### src/hw/rtl/cerkn_pkg.sv
// shared types and constants for the convolutional encoder block
// no dependencies; compile before all other files
package cerkn_pkg;

   localparam int BYTE_WIDTH      = 8;
   localparam int GEN_WIDTH       = 7;
   localparam int SYMBOL_WIDTH    = 4;
   localparam int NUM_GENS        = 4;
   localparam int CSR_INDEX_WIDTH = 2;

   localparam int DEF_BITS_PER_STEP  = 1;
   localparam int DEF_CONSTRAINT_LEN = 7;
   localparam int DEF_OUTPUTS        = 2;
   localparam int DEF_TAIL_STEPS     = 6;

   localparam logic [GEN_WIDTH-1:0] GEN_RESET [NUM_GENS] = '{7'd121, 7'd91, 7'd0, 7'd0};

   typedef enum logic [CSR_INDEX_WIDTH-1:0] {
      CSR_GEN_POLY_0 = 2'd0,
      CSR_GEN_POLY_1 = 2'd1,
      CSR_GEN_POLY_2 = 2'd2,
      CSR_GEN_POLY_3 = 2'd3
   } csr_index_type;

   typedef enum logic [1:0] {
      ST_IDLE,
      ST_DATA,
      ST_TAIL
   } state_type;

   typedef struct packed {
      logic load;
      logic step;
      logic tail;
      logic last;
      logic clear;
   } dp_cmd_type;

   typedef struct packed {
      logic last_chunk;
      logic eop;
   } dp_status_type;

endpackage

### src/hw/rtl/cerkn_ctrl.sv
// encoder controller: accepts a byte, sequences data and tail steps, owns rsp valid
// depends on cerkn_pkg; drives cerkn_datapath
module cerkn_ctrl import cerkn_pkg::*; #(
   parameter int TAIL_STEPS = DEF_TAIL_STEPS
) (
   input  logic          clock,
   input  logic          reset,
   input  logic          req_valid,
   output logic          req_ready,
   output logic          rsp_valid,
   input  logic          rsp_ready,
   input  dp_status_type status,
   output dp_cmd_type    cmd
);

   localparam int TW        = (TAIL_STEPS > 1) ? $clog2(TAIL_STEPS) : 1;
   localparam int TAIL_LAST = (TAIL_STEPS > 0) ? TAIL_STEPS - 1 : 0;

   state_type       state_ff, state_in;
   logic [TW-1:0]   tail_cnt_ff, tail_cnt_in;
   logic            rsp_valid_ff, rsp_valid_in;
   logic            out_free;

   always_ff @(posedge clock) begin
      if (reset) begin
         state_ff     <= ST_IDLE;
         tail_cnt_ff  <= '0;
         rsp_valid_ff <= 1'b0;
      end else begin
         state_ff     <= state_in;
         tail_cnt_ff  <= tail_cnt_in;
         rsp_valid_ff <= rsp_valid_in;
      end
   end

   always_comb begin
      out_free    = !rsp_valid_ff || rsp_ready;
      cmd         = '0;
      state_in    = state_ff;
      tail_cnt_in = tail_cnt_ff;
      req_ready   = 1'b0;
      unique case (state_ff)
         ST_IDLE: begin
            req_ready = 1'b1;
            if (req_valid) begin
               cmd.load = 1'b1;
               state_in = ST_DATA;
            end
         end
         ST_DATA: begin
            if (out_free) begin
               cmd.step = 1'b1;
               if (status.last_chunk) begin
                  if (status.eop && (TAIL_STEPS > 0)) begin
                     tail_cnt_in = '0;
                     state_in    = ST_TAIL;
                  end else begin
                     cmd.last  = 1'b1;
                     cmd.clear = status.eop;
                     state_in  = ST_IDLE;
                  end
               end
            end
         end
         ST_TAIL: begin
            if (out_free) begin
               cmd.step = 1'b1;
               cmd.tail = 1'b1;
               if (tail_cnt_ff == TW'(TAIL_LAST)) begin
                  cmd.last  = 1'b1;
                  cmd.clear = 1'b1;
                  state_in  = ST_IDLE;
               end else begin
                  tail_cnt_in = tail_cnt_ff + 1'b1;
               end
            end
         end
         default: state_in = ST_IDLE;
      endcase
      rsp_valid_in = cmd.step ? 1'b1 : (rsp_ready ? 1'b0 : rsp_valid_ff);
   end

   assign rsp_valid = rsp_valid_ff;

   a_last_ends_run: assert property (@(posedge clock) disable iff (reset)
      (cmd.step && cmd.last) |=> (state_ff == ST_IDLE))
      else $error("run did not end after its last beat");

   a_tail_count_bound: assert property (@(posedge clock) disable iff (reset)
      (state_ff == ST_TAIL) |-> (tail_cnt_ff <= TW'(TAIL_LAST)))
      else $error("tail counter past its last step");

   a_no_overwrite: assert property (@(posedge clock) disable iff (reset)
      (rsp_valid_ff && !rsp_ready) |-> !cmd.step)
      else $error("symbol register overwritten while a beat waits");

endmodule

### config.mk
export PLATFORM = sky130hd
export DESIGN_NAME = cerkn_ctrl
export DESIGN_NICKNAME = d
export VERILOG_FILES = /design/src/hw/rtl/cerkn_pkg.sv /design/src/hw/rtl/cerkn_ctrl.sv
export SDC_FILE = /design/constraint.sdc
export NUM_CORES = 1
export LEC_CHECK = 0
export ABC_AREA = 0
export BUFFER_PORTS_ARGS = -buffer_cell sky130_fd_sc_hd__buf_2
export CORE_AREA = 2 2 39 41
export CTS_BUF_LIST = sky130_fd_sc_hd__clkbuf_8
export CTS_CLUSTER_SIZE = 8
export DETAILED_ROUTE_END_ITERATION = 12
export DIE_AREA = 0 0 41 43
export SLEW_MARGIN = 10
export SYNTH_ARGS = -nofsm -noshare
export SYNTH_HDL_FRONTEND = slang
export SYNTH_SLANG_ARGS = --single-unit
### constraint.sdc
create_clock -name clock -period 2 [get_ports clock]
set_clock_uncertainty 0.05 [all_clocks]
set_input_delay 0.4 -clock clock [delete_from_list [all_inputs] [get_ports clock]]
set_output_delay 0.4 -clock clock [all_outputs]
set_load 0.05 [all_outputs]
==> run summary, run 1 <==
Result of the run: complete, no violations
Starting Density: 0.344
Cell area after placement: 553 um2
First-iteration detailed-routing DRC count: 9
Io pins: 13
Vias in the first global route: 389
CP Launch Type: register
Hold Path Class: in -> reg
Most instantiated cells after synthesis: ha_1, dfxtp_1, a21oi_1, inv_1
Post-route ant nets: 0
Hold buffers post-CTS: 0
Max_slew headroom: 0.660
Syn Inst Count: 57
Post-route cell area: 632 um2
Final Hold Slack: 375 ps
Cell area after synthesis: 477 um2
Worst-Margin Slew: 509 ps
Clock Sinks: 6
Largest area contributor in the netlist: dfxtp_1
Die Wd: 41 um
Drt first pass iters: 4
Congestion Overflow GR: 0
Max Freq: 0.519 GHz
Post-synth top area share: 0.252
Number of max-cap violations: 0
Crit path capture type: output port
Area Growth Syn to Fin: 32.5%
WL/cell: 11.6 um
Critical path class: reg -> out
Met3 WL: 65 um
Final wirelength: 1.01 mm
Row cnt: 14
Clk Latency, worst-skew pair: 220 ps
Final period util: 0.963
Share of layout cells above drive strength 1: 0.324
Core ar.: 1380 um2
HPWL after DPL: 777 um
Seq/Total Area, Yosys: 0.252
CTS tree: yes
First-pass GRT wire length: 1.55 mm
Gr usage total: 0.133
Routability-driven placement congestion ratio: 0.793
Mean Syn Cell Area: 8.36 um2
Hold Vio Cnt, Final: 0
Initial antenna violation count: 0
Post-place setup slack: 38.5 ps
Min setup slack post-route: 73.1 ps
Clock tree buffer depth: 2
IO Port Bufs: 12
CP required: 1550 ps
DRT met1 WL: 464 um
Post-synth ARST share: 0
Max IR drop VDD: 0.724 mV
Pins Over Slew Limit: 0
WL met2: 453 um
Yosys warns: 0
CP arrival: 1480 ps
Synth area leaders: dfxtp_1, ha_1, a21oi_1, nand2b_1, mux2i_1
Max layer used: met4
Via-to-Cell Ratio: 5.36
CP Max Fanout: 4
Final setup violation count: 0
Setup TNS: 0 ps
Nets: 86
Clk slew on worst S/H paths: 40 ps
# fillers: 139
DR DRC count: 0
Distinct cell type count after synthesis: 24
Count leader, synth: ha_1
Clock root cell: clkbuf_8
Syn_nets: 70
Die Y: 43 um
Die area: 1760 um2
H-tree depth: 1
Primary FF master, synth: dfxtp_1
# resized after CTS: 4
Via count: 466
Post-synth EDFFs: 0
Design Power: 0.820 mW
Pin count of the biggest net entering global routing: 9
Number of setup buffers added after CTS: 0
# diodes: 0
Min Tclk post-route: 1930 ps
Static Leak: 0.260 nW
Pwr per Cell Area: 1300 nW/um2
Yosys reg bits: 6
Num CTS Buffers: 3
==> layout make-up <==
type | instances | area [um2] | share of cell area
Clock buffer | 3 | 41.3 | 0.0653
Inverter | 5 | 18.8 | 0.0297
Multi-Input combinational cell | 44 | 352 | 0.556
Sequential cell | 6 | 121 | 0.192
Tap cell | 16 | 20.0 | 0.0317
Timing Repair Buffer | 13 | 78.8 | 0.125
==> power by group <==
group          internal (mW)  switching [mW]
combinational          0.161           0.309
sequential             0.141          0.0248
clock                  0.130          0.0555
total                  0.431           0.389
==> worst max-delay path: stages, from the launching register on <==
cell,delay [ps]
dfxtp_1,410
inv_2,100
ha_1,310
nand2_1,90
nor2_1,100
clkbuf_4,230
==> stage by stage <==
step                      instances  utilization
after floorplan                  57            -
after global placement           84        0.400
after detailed placement         84        0.400
after CTS                        87        0.437
after global routing             87        0.457
final                            87        0.457
==> worst paths after layout <==
| check | startpoint | to | slack, ps | cells after the start |
|---|---|---|---|---|
| worst max-delay path | state_ff[0] | cmd[3] | 70 | 5 |
| worst min-delay path | reset | tail_cnt_ff[2] | 380 | 2 |
| worst max register to register | state_ff[0] | state_ff[0] | 120 | 6 |
| worst min register to register | tail_cnt_ff[1] | tail_cnt_ff[1] | 450 | 2 |
==> placed cells by master, fill, tap and decap left out <==
master and instances:
a311o_1 1, nor2b_2 1, or4_1 1, a21oi_1 4
and2_1 2, nor2_2 1, o21ai_0 3, buf_4 2
nand2b_1 4, nor2b_1 1, clkbuf_4 1, nand4b_1 2
a21oi_2 1, o31ai_1 1, a2bb2oi_1 1, nand3b_1 1
ha_1 5, dfxtp_1 5, o2bb2ai_1 1, clkbuf_8 3
a311oi_1 1, dfxtp_2 1, inv_1 4, buf_2 9
nand3_1 1, nor2_1 3, a221oi_1 1, inv_2 1
ha_4 2, nand2_1 4, buf_6 1, mux2i_1 2
==> layer usage <==
metal | up-vias | GRT usage
met5 | - | 0
li1 | 229 | -
met1 | 215 | 0.178
met2 | 20 | 0.184
met4 | 0 | 0.100
met3 | 2 | 0.0157
==> cell families after synthesis <==
family	Yosys count	synth area share
buffers and inverters	7	0.0709
AND/OR/NAND/NOR	21	0.257
adder cells (fa/ha/maj)	7	0.184
AO/OA/AOI/OAI	14	0.194
flip-flops	6	0.252
multiplexers	2	0.0420
==> state kept, by name, summed over array words and instances, names as in the netlist <==
signal / count
state_ff: 2
tail_cnt_ff: 3
rsp_valid: 1
Note: power is estimated with default switching activity, not from simulation.
==> run 2, diff against run 1 <==
--- a/config.mk
+++ b/config.mk
@@ -12,6 +12,7 @@
 export CTS_CLUSTER_SIZE = 8
 export DETAILED_ROUTE_END_ITERATION = 12
 export DIE_AREA = 0 0 41 43
+export PLACE_DENSITY = 0.64
 export SLEW_MARGIN = 10
 export SYNTH_ARGS = -nofsm -noshare
 export SYNTH_HDL_FRONTEND = slang
==> run 2 against run 1 <==
Effect of this change: cell count up 2.3%; via count fell by 5.6%; sequential power is essentially flat; wire length is 2.4% higher; critical endpoint is now tail_cnt_ff[2]; largest cell class unchanged; critical path depth rose by 1; total power increased by 3.1%; count of clock-buffer cells in the layout is the same; worst setup slack improved by 33 ps; non-clock buffer count is 2 higher.
==> run summary, run 2 (synthesis results as in run 1) <==
Initial antenna violation count: 0 (unchanged)
Biggest register: tail_cnt_ff (unchanged)
Pwr per Cell Area: 1310 nW/um2 (was 1300 nW/um2)
CP required: 2110 ps (was 1550 ps)
Cell area after placement: 568 um2 (was 553 um2)
Hold buffers post-CTS: 0 (unchanged)
Part of the power in combinational logic: 0.589 (was 0.572)
Routability-driven placement congestion ratio: 0.720 (was 0.793)
Clock power share: 0.218 (was 0.226)
IO Port Bufs: 12 (unchanged)
Clk slew on worst S/H paths: 40 ps (about the same)
H-tree depth: 1 (unchanged)
Worst-Margin Slew: 342 ps (was 509 ps)
Area Growth Syn to Fin: 35.4% (was 32.5%)
Via-to-Cell Ratio: 4.94 (was 5.36)
WL/cell: 11.6 um (about the same)
Post-route cell area: 646 um2 (was 632 um2)
Switching power: 0.388 mW (was 0.389 mW)
R2R depth: 6 (unchanged)
Clock tree buffer depth: 2 (unchanged)
CP Max Fanout: 6 (was 4)
Worst-path cell chain: inv_1 > ha_2 > nor2_2 > a311o_1 > or4_1 > a21oi_1 (was inv_2 > ha_1 > nand2_1 > nor2_1 > clkbuf_4)
Max Freq: 0.528 GHz (was 0.519 GHz)
Clk Latency, worst-skew pair: 220 ps (about the same)
Sequential Power Share: 0.194 (was 0.202)
Clock Sinks: 6 (unchanged)
Setup TNS: 0 ps (unchanged)
DR DRC count: 0 (unchanged)
Core ar.: 1380 um2 (unchanged)
Pint: 0.457 mW (was 0.431 mW)
Vias in the first global route: 409 (was 389)
Num CTS Buffers: 3 (unchanged)
Crit path capture type: register (was output port)
Hold Crit Depth: 2 (unchanged)
Max_slew headroom: 0.770 (was 0.660)
Result of the run: complete, no violations (unchanged)
Register Area: 121 um2 (unchanged)
Min setup slack post-route: 106 ps (was 73.1 ps)
Post-place setup slack: 97.2 ps (was 38.5 ps)
Final period util: 0.947 (was 0.963)
Row cnt: 14 (unchanged)
Final wirelength: 1.03 mm (was 1.01 mm)
Commonest non-fill, non-tap cell in the layout: buf_2 (unchanged)
Post-route ant nets: 0 (unchanged)
Slowest stage delay, CP: 480 ps (was 410 ps)
CP arrival: 2000 ps (was 1480 ps)
Die Wd: 41 um (unchanged)
Clock root cell: clkbuf_8 (unchanged)
Die area: 1760 um2 (unchanged)
Critical path class: reg -> reg (was reg -> out)
Die Y: 43 um (unchanged)
CTS tree: yes (unchanged)
Via count: 440 (was 466)
Share of layout cells above drive strength 1: 0.356 (was 0.324)
Switching part of the total: 0.459 (was 0.474)
Congestion Overflow GR: 0 (unchanged)
Final Hold Slack: 400 ps (was 375 ps)
Slowest cell on the critical path: or4_1 (was dfxtp_1)
Drt first pass iters: 2 (was 4)
HPWL after DPL: 817 um (was 777 um)
Hold Path Class: in -> reg (unchanged)
RSZ-0062 raised after global routing: no
Gr usage total: 0.140 (was 0.133)
Final setup violation count: 0 (unchanged)
Nets: 88 (was 86)
# fillers: 133 (was 139)
Io pins: 13 (unchanged)
Min Tclk post-route: 1890 ps (was 1930 ps)
# diodes: 0 (unchanged)
Number of flip-flops in the largest register: 3 (unchanged)
Pins Over Slew Limit: 0 (unchanged)
First-pass GRT wire length: 1.66 mm (was 1.55 mm)
First-iteration detailed-routing DRC count: 2 (was 9)
Hold Vio Cnt, Final: 0 (unchanged)
Max IR drop VDD: 0.677 mV (was 0.724 mV)
Footprint of the multi-input gates: 350 um2 (was 352 um2)
Number of max-cap violations: 0 (unchanged)
Static Leak: 0.271 nW (was 0.260 nW)
R2R Setup Slk: 110 ps (was 120 ps)
Design Power: 0.846 mW (was 0.820 mW)
Most frequent cells in the layout: buf_2, inv_1, ha_1, buf_4, dfxtp_1 (was buf_2, ha_1, dfxtp_1)
Pin count of the biggest net entering global routing: 9 (unchanged)
Starting Density: 0.344 (unchanged)
CP Launch Type: register (unchanged)
[run 2: what timing repair did]
| item | CTS | global route |
|---|---|---|
| gates resized for setup | 1 | 11 |
| setup buffers | 0 | 0 |
| endpoints found under the setup margin | 1 | 4 |
[run 2: area by class of cell]
type,count,area share
Clock buffer,3,0.0640
Inverter,5,0.0291
Multi-Input combinational cell,44,0.543
Sequential cell,6,0.188
Tap cell,16,0.0310
Timing Repair Buffer,15,0.145
[run 2: worst max-delay path, delay by kind of cell (launching register included)]
kind,cells,cell delay (ps)
flip-flops,1,330
buffers and inverters,1,130
AND/OR/NAND/NOR,2,550
adder cells (fa/ha/maj),1,260
AO/OA/AOI/OAI,2,500
[run 2: per-layer routing]
metal | vias up | GRT usage | wire [um]
met4 | 0 | 0.0600 | 22
li1 | 234 | - | -
met1 | 192 | 0.167 | 531
met2 | 12 | 0.216 | 439
met5 | - | 0 | 0
met3 | 2 | 0.0471 | 36
[run 2: power by group through the flow]
stage	Combinational, mW	Sequential, mW	Clock (mW)
floorplan	0.350	0.169	0
global placement	0.456	0.157	0
detailed placement	0.464	0.157	0
CTS	0.469	0.156	0.186
global route	0.542	0.166	0.200
finish	0.498	0.164	0.184
[run 2: final timing paths]
| kind | to | start |
|---|---|---|
| setup reg to reg | tail_cnt_ff[2] | state_ff[0] |
| hold reg to reg | tail_cnt_ff[1] | tail_cnt_ff[1] |
| hold / removal | tail_cnt_ff[1] | reset |
| setup / recovery | tail_cnt_ff[2] | state_ff[0] |
[run 2: stage by stage]
step | utilization | instances
6_report | 0.467 | 89
5_1_grt | 0.467 | 89
4_1_cts | 0.442 | 89
3_5_place_dp | 0.410 | 86
3_3_place_gp | 0.410 | 86
2_1_floorplan | - | 57
