**config.mk**
```make
export PLATFORM = sky130hd
export DESIGN_NAME = cerkn_datapath
export DESIGN_NICKNAME = d
export VERILOG_FILES = /design/src/hw/rtl/cerkn_pkg.sv /design/src/hw/rtl/cerkn_datapath.sv
export SDC_FILE = /design/constraint.sdc
export NUM_CORES = 1
export LEC_CHECK = 0
export CAP_MARGIN = 5
export CORE_MARGIN = 1
export CORE_UTILIZATION = 45
export DETAILED_ROUTE_END_ITERATION = 10
export DONT_BUFFER_PORTS = 1
export SYNTH_ARGS = -nofsm -noshare
export SYNTH_HDL_FRONTEND = slang
export SYNTH_SLANG_ARGS = --single-unit
```
**constraint.sdc**
```tcl
create_clock -name clock -period 2.75 [get_ports clock]
set_clock_uncertainty 0.1 [all_clocks]
set_input_delay 0.1375 -clock clock [delete_from_list [all_inputs] [get_ports clock]]
set_output_delay 0.1375 -clock clock [all_outputs]
set_load 0.02 [all_outputs]
```
**src/hw/rtl/cerkn_pkg.sv**
```systemverilog
// shared types and constants for the convolutional encoder block
// no dependencies; compile before all other files
package cerkn_pkg;

   localparam int BYTE_WIDTH      = 8;
   localparam int GEN_WIDTH       = 7;
   localparam int SYMBOL_WIDTH    = 4;
   localparam int NUM_GENS        = 4;
   localparam int CSR_INDEX_WIDTH = 2;

   localparam int DEF_BITS_PER_STEP  = 1;
   localparam int DEF_CONSTRAINT_LEN = 7;
   localparam int DEF_OUTPUTS        = 2;
   localparam int DEF_TAIL_STEPS     = 6;

   localparam logic [GEN_WIDTH-1:0] GEN_RESET [NUM_GENS] = '{7'd121, 7'd91, 7'd0, 7'd0};

   typedef enum logic [CSR_INDEX_WIDTH-1:0] {
      CSR_GEN_POLY_0 = 2'd0,
      CSR_GEN_POLY_1 = 2'd1,
      CSR_GEN_POLY_2 = 2'd2,
      CSR_GEN_POLY_3 = 2'd3
   } csr_index_type;

   typedef enum logic [1:0] {
      ST_IDLE,
      ST_DATA,
      ST_TAIL
   } state_type;

   typedef struct packed {
      logic load;
      logic step;
      logic tail;
      logic last;
      logic clear;
   } dp_cmd_type;

   typedef struct packed {
      logic last_chunk;
      logic eop;
   } dp_status_type;

endpackage

```
**src/hw/rtl/cerkn_datapath.sv**
```systemverilog
// encoder datapath: generator registers, bit stream, delay line, symbol register
// depends on cerkn_pkg; driven by cerkn_ctrl
module cerkn_datapath import cerkn_pkg::*; #(
   parameter int BITS_PER_STEP  = DEF_BITS_PER_STEP,
   parameter int CONSTRAINT_LEN = DEF_CONSTRAINT_LEN,
   parameter int OUTPUTS        = DEF_OUTPUTS
) (
   input  logic                       clock,
   input  logic                       reset,
   input  logic                       csr_wr_en,
   input  logic [CSR_INDEX_WIDTH-1:0] csr_index,
   input  logic [GEN_WIDTH-1:0]       csr_wr_data,
   input  logic [BYTE_WIDTH-1:0]      data_byte,
   input  logic                       end_of_packet,
   input  dp_cmd_type                 cmd,
   output dp_status_type              status,
   output logic [SYMBOL_WIDTH-1:0]    coded_symbol,
   output logic                       last_of_run,
   output logic                       leftover_error
);

   localparam int DLW = BITS_PER_STEP * CONSTRAINT_LEN;
   localparam int SW  = BYTE_WIDTH + BITS_PER_STEP - 1;
   localparam int CW  = $clog2(SW + 1);
   localparam int PW  = DLW + GEN_WIDTH;

   // leftover count after a byte, indexed by bits available
   localparam logic [2:0] REM_LUT [16] = '{
      3'(0 % BITS_PER_STEP),  3'(1 % BITS_PER_STEP),  3'(2 % BITS_PER_STEP),
      3'(3 % BITS_PER_STEP),  3'(4 % BITS_PER_STEP),  3'(5 % BITS_PER_STEP),
      3'(6 % BITS_PER_STEP),  3'(7 % BITS_PER_STEP),  3'(8 % BITS_PER_STEP),
      3'(9 % BITS_PER_STEP),  3'(10 % BITS_PER_STEP), 3'(11 % BITS_PER_STEP),
      3'(12 % BITS_PER_STEP), 3'(13 % BITS_PER_STEP), 3'(14 % BITS_PER_STEP),
      3'(15 % BITS_PER_STEP)
   };

   logic [GEN_WIDTH-1:0]    gen_ff [NUM_GENS];
   logic [SW-1:0]           stream_ff;
   logic [CW-1:0]           cnt_ff;
   logic [DLW-1:0]          dl_ff;
   logic                    eop_ff;
   logic                    err_ff;
   logic [SYMBOL_WIDTH-1:0] sym_ff;
   logic                    last_ff;
   logic                    lerr_ff;

   logic [BITS_PER_STEP-1:0] chunk;
   logic [BITS_PER_STEP-1:0] shift_bits;
   logic [DLW-1:0]           dl_in;
   logic [CW-1:0]            cnt_load;
   logic [PW-1:0]            gen_pad [NUM_GENS];
   logic [DLW-1:0]           rev_poly [NUM_GENS];
   logic [SYMBOL_WIDTH-1:0]  sym_in;

   always_comb begin
      chunk      = BITS_PER_STEP'(stream_ff >> (cnt_ff - CW'(BITS_PER_STEP)));
      shift_bits = cmd.tail ? '0 : chunk;
      dl_in      = DLW'({dl_ff, shift_bits});
      cnt_load   = cnt_ff + CW'(BYTE_WIDTH);
      for (int j = 0; j < NUM_GENS; j++) begin
         gen_pad[j] = PW'(gen_ff[j]);
         for (int i = 0; i < DLW; i++) begin
            rev_poly[j][DLW-1-i] = gen_pad[j][i];
         end
         sym_in[j] = (j < OUTPUTS) ? ^(dl_in & rev_poly[j]) : 1'b0;
      end
   end

   // generator registers and encoder state
   always_ff @(posedge clock) begin
      if (reset) begin
         for (int j = 0; j < NUM_GENS; j++) begin
            gen_ff[j] <= GEN_RESET[j];
         end
         cnt_ff <= '0;
         dl_ff  <= '0;
      end else begin
         if (csr_wr_en) begin
            unique case (csr_index_type'(csr_index))
               CSR_GEN_POLY_0: gen_ff[0] <= csr_wr_data;
               CSR_GEN_POLY_1: gen_ff[1] <= csr_wr_data;
               CSR_GEN_POLY_2: gen_ff[2] <= csr_wr_data;
               CSR_GEN_POLY_3: gen_ff[3] <= csr_wr_data;
               default: ;
            endcase
         end
         if (cmd.clear) begin
            dl_ff  <= '0;
            cnt_ff <= '0;
         end else if (cmd.load) begin
            cnt_ff <= cnt_load;
         end else if (cmd.step) begin
            dl_ff <= dl_in;
            if (!cmd.tail) begin
               cnt_ff <= cnt_ff - CW'(BITS_PER_STEP);
            end
         end
      end
   end

   // payload registers
   always_ff @(posedge clock) begin
      if (cmd.load) begin
         stream_ff <= (stream_ff << BYTE_WIDTH) | SW'(data_byte);
         eop_ff    <= end_of_packet;
         err_ff    <= end_of_packet && (REM_LUT[cnt_load] != 3'd0);
      end
      if (cmd.step) begin
         sym_ff  <= sym_in;
         last_ff <= cmd.last;
         lerr_ff <= err_ff;
      end
   end

   assign status.last_chunk = cnt_ff < CW'(2 * BITS_PER_STEP);
   assign status.eop        = eop_ff;
   assign coded_symbol      = sym_ff;
   assign last_of_run       = last_ff;
   assign leftover_error    = lerr_ff;

   a_step_has_bits: assert property (@(posedge clock) disable iff (reset)
      (cmd.step && !cmd.tail) |-> (cnt_ff >= CW'(BITS_PER_STEP)))
      else $error("data step without a full chunk");

   a_load_leftover_small: assert property (@(posedge clock) disable iff (reset)
      cmd.load |-> (cnt_ff < CW'(BITS_PER_STEP)))
      else $error("byte loaded while a full chunk remains");

endmodule

```
==> results of run 1 <==
==> power by group <==
part | switching [mW] | internal, mW
logic | 0.0447 | 0.0434
clock network | 0.167 | 0.0983
registers | 0.0166 | 0.614
total | 0.229 | 0.756
==> repair_timing <==
action | CTS | global route
hold buffers | 22 | 1
hold endpoints to repair | 44 | 1
setup endpoints to repair | 0 | 0
==> through the flow <==
stage	hold slack (ns)	std cells	setup slack (ns)	power (mW)
5_1_grt	0.00271	210	0.182	1.02
3_3_place_gp	0.136	179	0.589	0.700
2_1_floorplan	0.136	139	0.685	0.694
3_5_place_dp	0.136	179	0.397	0.701
6_report	0.00214	210	0.378	0.985
4_1_cts	0.00348	209	0.382	0.986
==> metal layers <==
| layer | up-vias | part of all wire | global-route usage |
|---|---|---|---|
| met4 | 0 | 0.017 | 0.0762 |
| met1 | 492 | 0.46 | 0.220 |
| met3 | 7 | 0.048 | 0.0642 |
| met5 | - | 0 | 0 |
| li1 | 514 | - | - |
| met2 | 31 | 0.48 | 0.287 |
==> logic make-up after synthesis <==
logic type / after synthesis
muxes: 1
buffers and inverters: 10
DFF: 36
xor gates and xnor gates: 17
and+or+nand+nor: 56
adders and majority gates: 1
other: 1
AOI/OAI and AO/OA: 15
==> worst paths after layout <==
| path | endpoint | slack [ns] | depth (start not counted) |
|---|---|---|---|
| setup reg to reg | coded_symbol[0] | 0.38 | 7 |
| setup / recovery | coded_symbol[0] | 0.38 | 7 |
| hold / removal | gen_ff[0][5] | 0.002 | 2 |
| hold reg to reg | dl_ff[5] | 0.39 | 2 |
==> Yosys cell counts <==
cell type / instances
conb_1: 1
and2b_4: 1
inv_1: 4
a31oi_1: 2
nor2_1: 6
dfxtp_1: 10
nand4_1: 2
or2_2: 1
a2111oi_1: 2
and2b_2: 2
xor2_1: 5
nor2b_1: 1
a21oi_1: 5
nand2_1: 23
o21bai_1: 2
a211oi_1: 2
a211oi_2: 1
xnor2_1: 11
a32oi_1: 1
nor3_1: 4
buf_4: 4
mux2i_1: 1
ha_1: 1
buf_6: 1
edfxtp_1: 26
clkbuf_1: 1
xor2_2: 1
nand2b_1: 12
and2_1: 4
==> registers in the layout (all words and copies together), names as in the netlist <==
signal	cells
cnt_ff	4
coded_symbol	2
dl_ff	6
eop_ff	1
gen_ff	14
last_of_run	1
stream_ff	8
==> final cells by class <==
| cell class | instances | share of cell area |
|---|---|---|
| Clock buffer | 7 | 0.0235 |
| Clock inverter | 1 | 0.00196 |
| Inverter | 4 | 0.00785 |
| Multi-Input combinational cell | 93 | 0.303 |
| Sequential cell | 36 | 0.513 |
| Tap cell | 46 | 0.0301 |
| Timing Repair Buffer | 23 | 0.120 |
==> cell usage in the layout, fill, tap and decap left out, types with 3 or more instances in the layout <==
cell type / instances
xor2_1: 5
xnor2_1: 11
edfxtp_1: 26
a21oi_1: 5
conb_1: 3
nand2b_1: 12
inv_1: 4
clkbuf_4: 5
nor3_1: 4
nand2_1: 23
dfxtp_1: 10
dlygate4sd3_1: 23
and2_1: 4
nor2_1: 6
==> metrics, run 1 <==
ANT nets after route 0; Critical Path Max Stage Delay 0.50 ns; clk buf depth 2; Fillers 297; Distinct cells, synth 29; # DRC 0; max cap viols 0; vias in the first global route 1028; P_leak 0.619 nW; FP Rows 21; clock sinks 36; number of failing hold endpoints at the final stage 0; Core ar. 0.00339 mm2; Final Max Tran Viols 0; Cells after Synth 137; period utilization 0.863; Final Cell Area between 0.0015 and 0.002 mm2; DP Area 0.00163 mm2; GP Congestion 0.817; Worst Path Required between 2 and 3 ns; critical path capture point type register; worst-path fanout max 8; Multi-input gate area 581 um2; Clock Latency Late Sink 0.34 ns; Yosys top cell by area edfxtp_1; Layout Nets 190; Slew HR 0.478; via count ~1000; largest net degree at the start of global routing 12; 1st-iter DRT viols 45; IO Pins 34; Critical Path Start Type register; worst reg2reg startpoint cnt_ff[0]; ANT cells 0; FF+latch area 981 um2; Synth Cell Area around 0.0016 mm2; DP Wirelength 1870 um; WL/cell between 10 and 15 um; vias per cell approximately 5.0; Num CTS Buffers 5; mux cell area share after synthesis 0.00620; status finished clean; Worst IR Drop VDD between 0.3 and 0.4 mV; Max H-tree Level 2; share of Yosys cell area claimed by the top area cell type 0.484; Total Neg Setup Slack 0 ns; Clock Pin Slew Worst Setup and Hold Paths around 0.11 ns; initial antenna violation count 0; WP buf/inv 1; average cell area after synthesis roughly 12 um2; unrepaired setup endpoints after global routing false; combinational family with the most area after synthesis simple AND/OR/NAND/NOR gates; synth top area cells edfxtp_1 48%, dfxtp_1 12%, xnor2_1 6.0%; IO Port Bufs 0; Critical Path Start cnt_ff[0]; first-pass iteration count of the detailed router 4; post-synthesis xor/xnor area fraction 0.0969; CP Cell Sequence inv_1 -> ha_1 -> and2b_4 -> a2111oi_1 -> a211oi_2 -> nand4_1 -> xnor2_1; utilization after layout 0.564; Syn-to-layout area delta 18.5%; DRT Wirelength 2830 um; post-synthesis register bit count 36; setup bufs post-CTS 0; hold path start csr_index[0]; total track usage 0.179; Die H 61.9 um; PwrDens 515 mW/mm2; Post-Synth Adder-Cell Area 0.00775; post-CTS sizing 0; Slew @ Worst Pin between 0.7 and 0.8 ns; Fmax achieved 422 MHz; Slowest cell on crit path a2111oi_1; type of the worst min-delay path input port to register; root buffer cell clkbuf_4; CP Class register to register; die width 61.9 um; min Tclk post-route 2.37 ns; # setup viols final 0; global-route wire length before repair between 4000 and 5000 um; WP data arrival roughly 2.4 ns; Yosys warnings 0; critical path's top delay family compound AO/OA/AOI/OAI gates; Seq/Total Area, Yosys 0.608; simple-gate portion of the synthesized area 0.174; compound-cell area share of the yosys netlist 0.0674; grt ovf 0; TritonCTS clock tree built; full die area 0.00383 mm2; Initial Utilization 0.476; share of layout cells above drive strength 1 0.0671
(Power assumes the default switching activity.)
==> run 2: changes to the inputs <==
--- a/config.mk
+++ b/config.mk
@@ -5,11 +5,12 @@
 export SDC_FILE = /design/constraint.sdc
 export NUM_CORES = 1
 export LEC_CHECK = 0
+export BUFFER_PORTS_ARGS = -buffer_cell sky130_fd_sc_hd__buf_2
 export CAP_MARGIN = 5
 export CORE_MARGIN = 1
 export CORE_UTILIZATION = 45
 export DETAILED_ROUTE_END_ITERATION = 10
-export DONT_BUFFER_PORTS = 1
+export PLACE_DENSITY_LB_ADDON = 0.2
 export SYNTH_ARGS = -nofsm -noshare
 export SYNTH_HDL_FRONTEND = slang
 export SYNTH_SLANG_ARGS = --single-unit
==> run 2 against run 1 <==
Compared with the run above: cell count increased by 11%; largest cell class unchanged; critical path depth unchanged; total power decreased by 0.27%; count of clock-buffer cells in the layout decreased by 2; hold slack improved by 0.080 ns; flip-flop and latch count unchanged; first-iteration DRC count increased by 16%; sequential power decreased by 1%; sequential share of layout area decreased by 2.5 points; global-route usage decreased by 0.33 points; maximum frequency increased by 2.4%.
==> metrics, run 2 (same netlist as run 1, synthesis figures left out) <==
DRT Wirelength 2830 um (about the same); min Tclk post-route 2.32 ns (-0.0556 ns); Final Cell Area 0.00201 mm2 (+5.0%); ANT nets after route 0 (unchanged); IO Pins 34 (unchanged); Total Neg Setup Slack 0 ns (unchanged); max reg flops 14 (unchanged); worst reg2reg endpoint coded_symbol[1]; vias per cell 4.76 (-4.2%); Max H-tree Level 2 (unchanged); Die H 61.9 um (unchanged); Syn-to-layout area delta 24.5%; max cap viols 0 (unchanged); 1st-iter DRT viols 52 (+16%); PwrDens 489 mW/mm2 (-5.0%); Clock Latency Late Sink 0.33 ns (about the same); root buffer cell clkbuf_4; grt ovf 0 (unchanged); FP Rows 21 (unchanged); Layout Nets 215 (+13%); Fillers 306 (+3.0%); P_leak 0.718 nW (+16%); global-route wire length before repair 4530 um (-1.8%); ANT cells 0 (unchanged); first-pass iteration count of the detailed router 4 (unchanged); utilization after layout 0.593 (+0.0284); total track usage 0.176 (-0.00333); largest net degree at the start of global routing 13 (+1); worst r2r path cells 7 (unchanged); via count 1114 (+6.7%); cts hold-fix bufs 18 (-18%); clk buf depth 2 (unchanged); Fmax achieved 432 MHz (+2.4%); worst-path fanout max 8 (unchanged); Worst IR Drop VDD 0.312 mV (-4.5%); Post-Place Setup Slack 0.472 ns (+0.0747 ns); Num CTS Buffers 5 (unchanged); GP Congestion 0.773 (-5.4%); setup bufs post-CTS 0 (unchanged); WP data arrival 2.31 ns (-0.06 ns); Worst Hold End stream_ff[0]; worst reg2reg startpoint cnt_ff[0]; critical path capture point type register; DP Area 0.00178 mm2 (+9.2%); # setup viols final 0 (unchanged); Core ar. 0.00339 mm2 (unchanged); CP Class register to register; number of failing hold endpoints at the final stage 0 (unchanged); WP buf/inv 1 (unchanged); vias in the first global route 1050 (+2.1%); type of the worst min-delay path input port to register; initial antenna violation count 0 (unchanged); Top reg by flops gen_ff; Slew HR 0.490 (+0.0122); Largest regs gen_ff: 14 flops, stream_ff: 8 flops, dl_ff: 6 flops; Crit path depth 7 (unchanged); Clock Pin Slew Worst Setup and Hold Paths 0.10 ns (about the same); Worst Path Required 2.74 ns (about the same); Slew @ Worst Pin 0.759 ns (-0.0181 ns); FF+latch area 981 um2 (unchanged); total power 982 uW (-0.27%); DP Wirelength 2010 um (+7.2%); die width 61.9 um (unchanged); Hold Crit Depth 1 (-1); Initial Utilization 0.476 (unchanged); Final Non-Filler Cells 234 (+11%); period utilization 0.842 (-0.0202); # DRC 0 (unchanged); commonest cells after routing, fill and taps aside 30 x buf_2, 26 x edfxtp_1, 23 x nand2_1; Final Max Tran Viols 0 (unchanged); placed cell count 209 (+17%); Worst R2R Setup Slack 0.43 ns (+0.06 ns); full die area 0.00383 mm2 (unchanged); commonest non-fill, non-tap cell in the layout buf_2; clock sinks 36 (unchanged); share of layout cells above drive strength 1 0.218 (+0.151); post-CTS sizing 0 (unchanged); worst setup margin 0.434 ns (+0.0556 ns); hold path start cmd[4]; Multi-input gate area 581 um2 (unchanged); WL/cell 12.1 um (-10%); IO Port Bufs 30 (+30); CP Cell Sequence inv_1 -> ha_1 -> and2b_2 -> a2111oi_1 -> a211oi_2 -> nand4_1 -> xnor2_1; unrepaired setup endpoints after global routing false; status finished clean; final hold slack 0.0824 ns (+0.0802 ns); Critical Path Start Type register; TritonCTS clock tree built; Slowest cell on crit path dfxtp_1; Critical Path Max Stage Delay 0.45 ns (-0.05 ns); critical path's top delay family compound AO/OA/AOI/OAI gates
## run 2: cell types whose count changed in the layout (fill, tap and decap cells not counted)
cell / previous run / this run
buf_2: 0 / 30
clkbuf_1: 2 / 0
clkinv_1: 1 / 2
dlygate4sd3_1: 23 / 18
## run 2: metal layers
metal  global-route usage  up-vias  part of all wire
met4                0.105        0             0.025
met2                0.276       37              0.49
li1                     -      564                 -
met3               0.0497        7             0.059
met1                0.217      506              0.43
met5                    0        -                 0
## run 2: worst max-delay path by stage
| stage | startpoint | to |
|---|---|---|
| finish | cnt_ff[0] | coded_symbol[1] |
| global route | cnt_ff[0] | coded_symbol[0] |
| CTS | cnt_ff[0] | coded_symbol[0] |
| detailed placement | cnt_ff[0] | coded_symbol[1] |
| global placement | cnt_ff[0] | coded_symbol[1] |
| floorplan | cnt_ff[0] | coded_symbol[0] |
## run 2: area by class of cell
class                   instances  area share
repair buffers                 48       0.164
inverters                       4     0.00747
flip-flops and latches         36       0.488
multi-input cells              93       0.289
clock buffers                   5      0.0187
well taps                      46      0.0286
clock inverters                 2     0.00374
## run 2: power by group
| part | internal, mW | switching, mW | leakage, nW |
|---|---|---|---|
| clock | 0.0891 | 0.158 | 0.0261 |
| combinational | 0.0546 | 0.0556 | 0.355 |
| sequential | 0.614 | 0.0107 | 0.337 |
| total | 0.758 | 0.224 | 0.718 |
## run 2: worst register-to-register path, cell delays in order, from the launching register on
cell and delay [ns]:
dfxtp_1 0.45, inv_1 0.10, ha_1 0.42, and2b_2 0.25, a2111oi_1 0.41, a211oi_2 0.13, nand4_1 0.14, xnor2_1 0.09
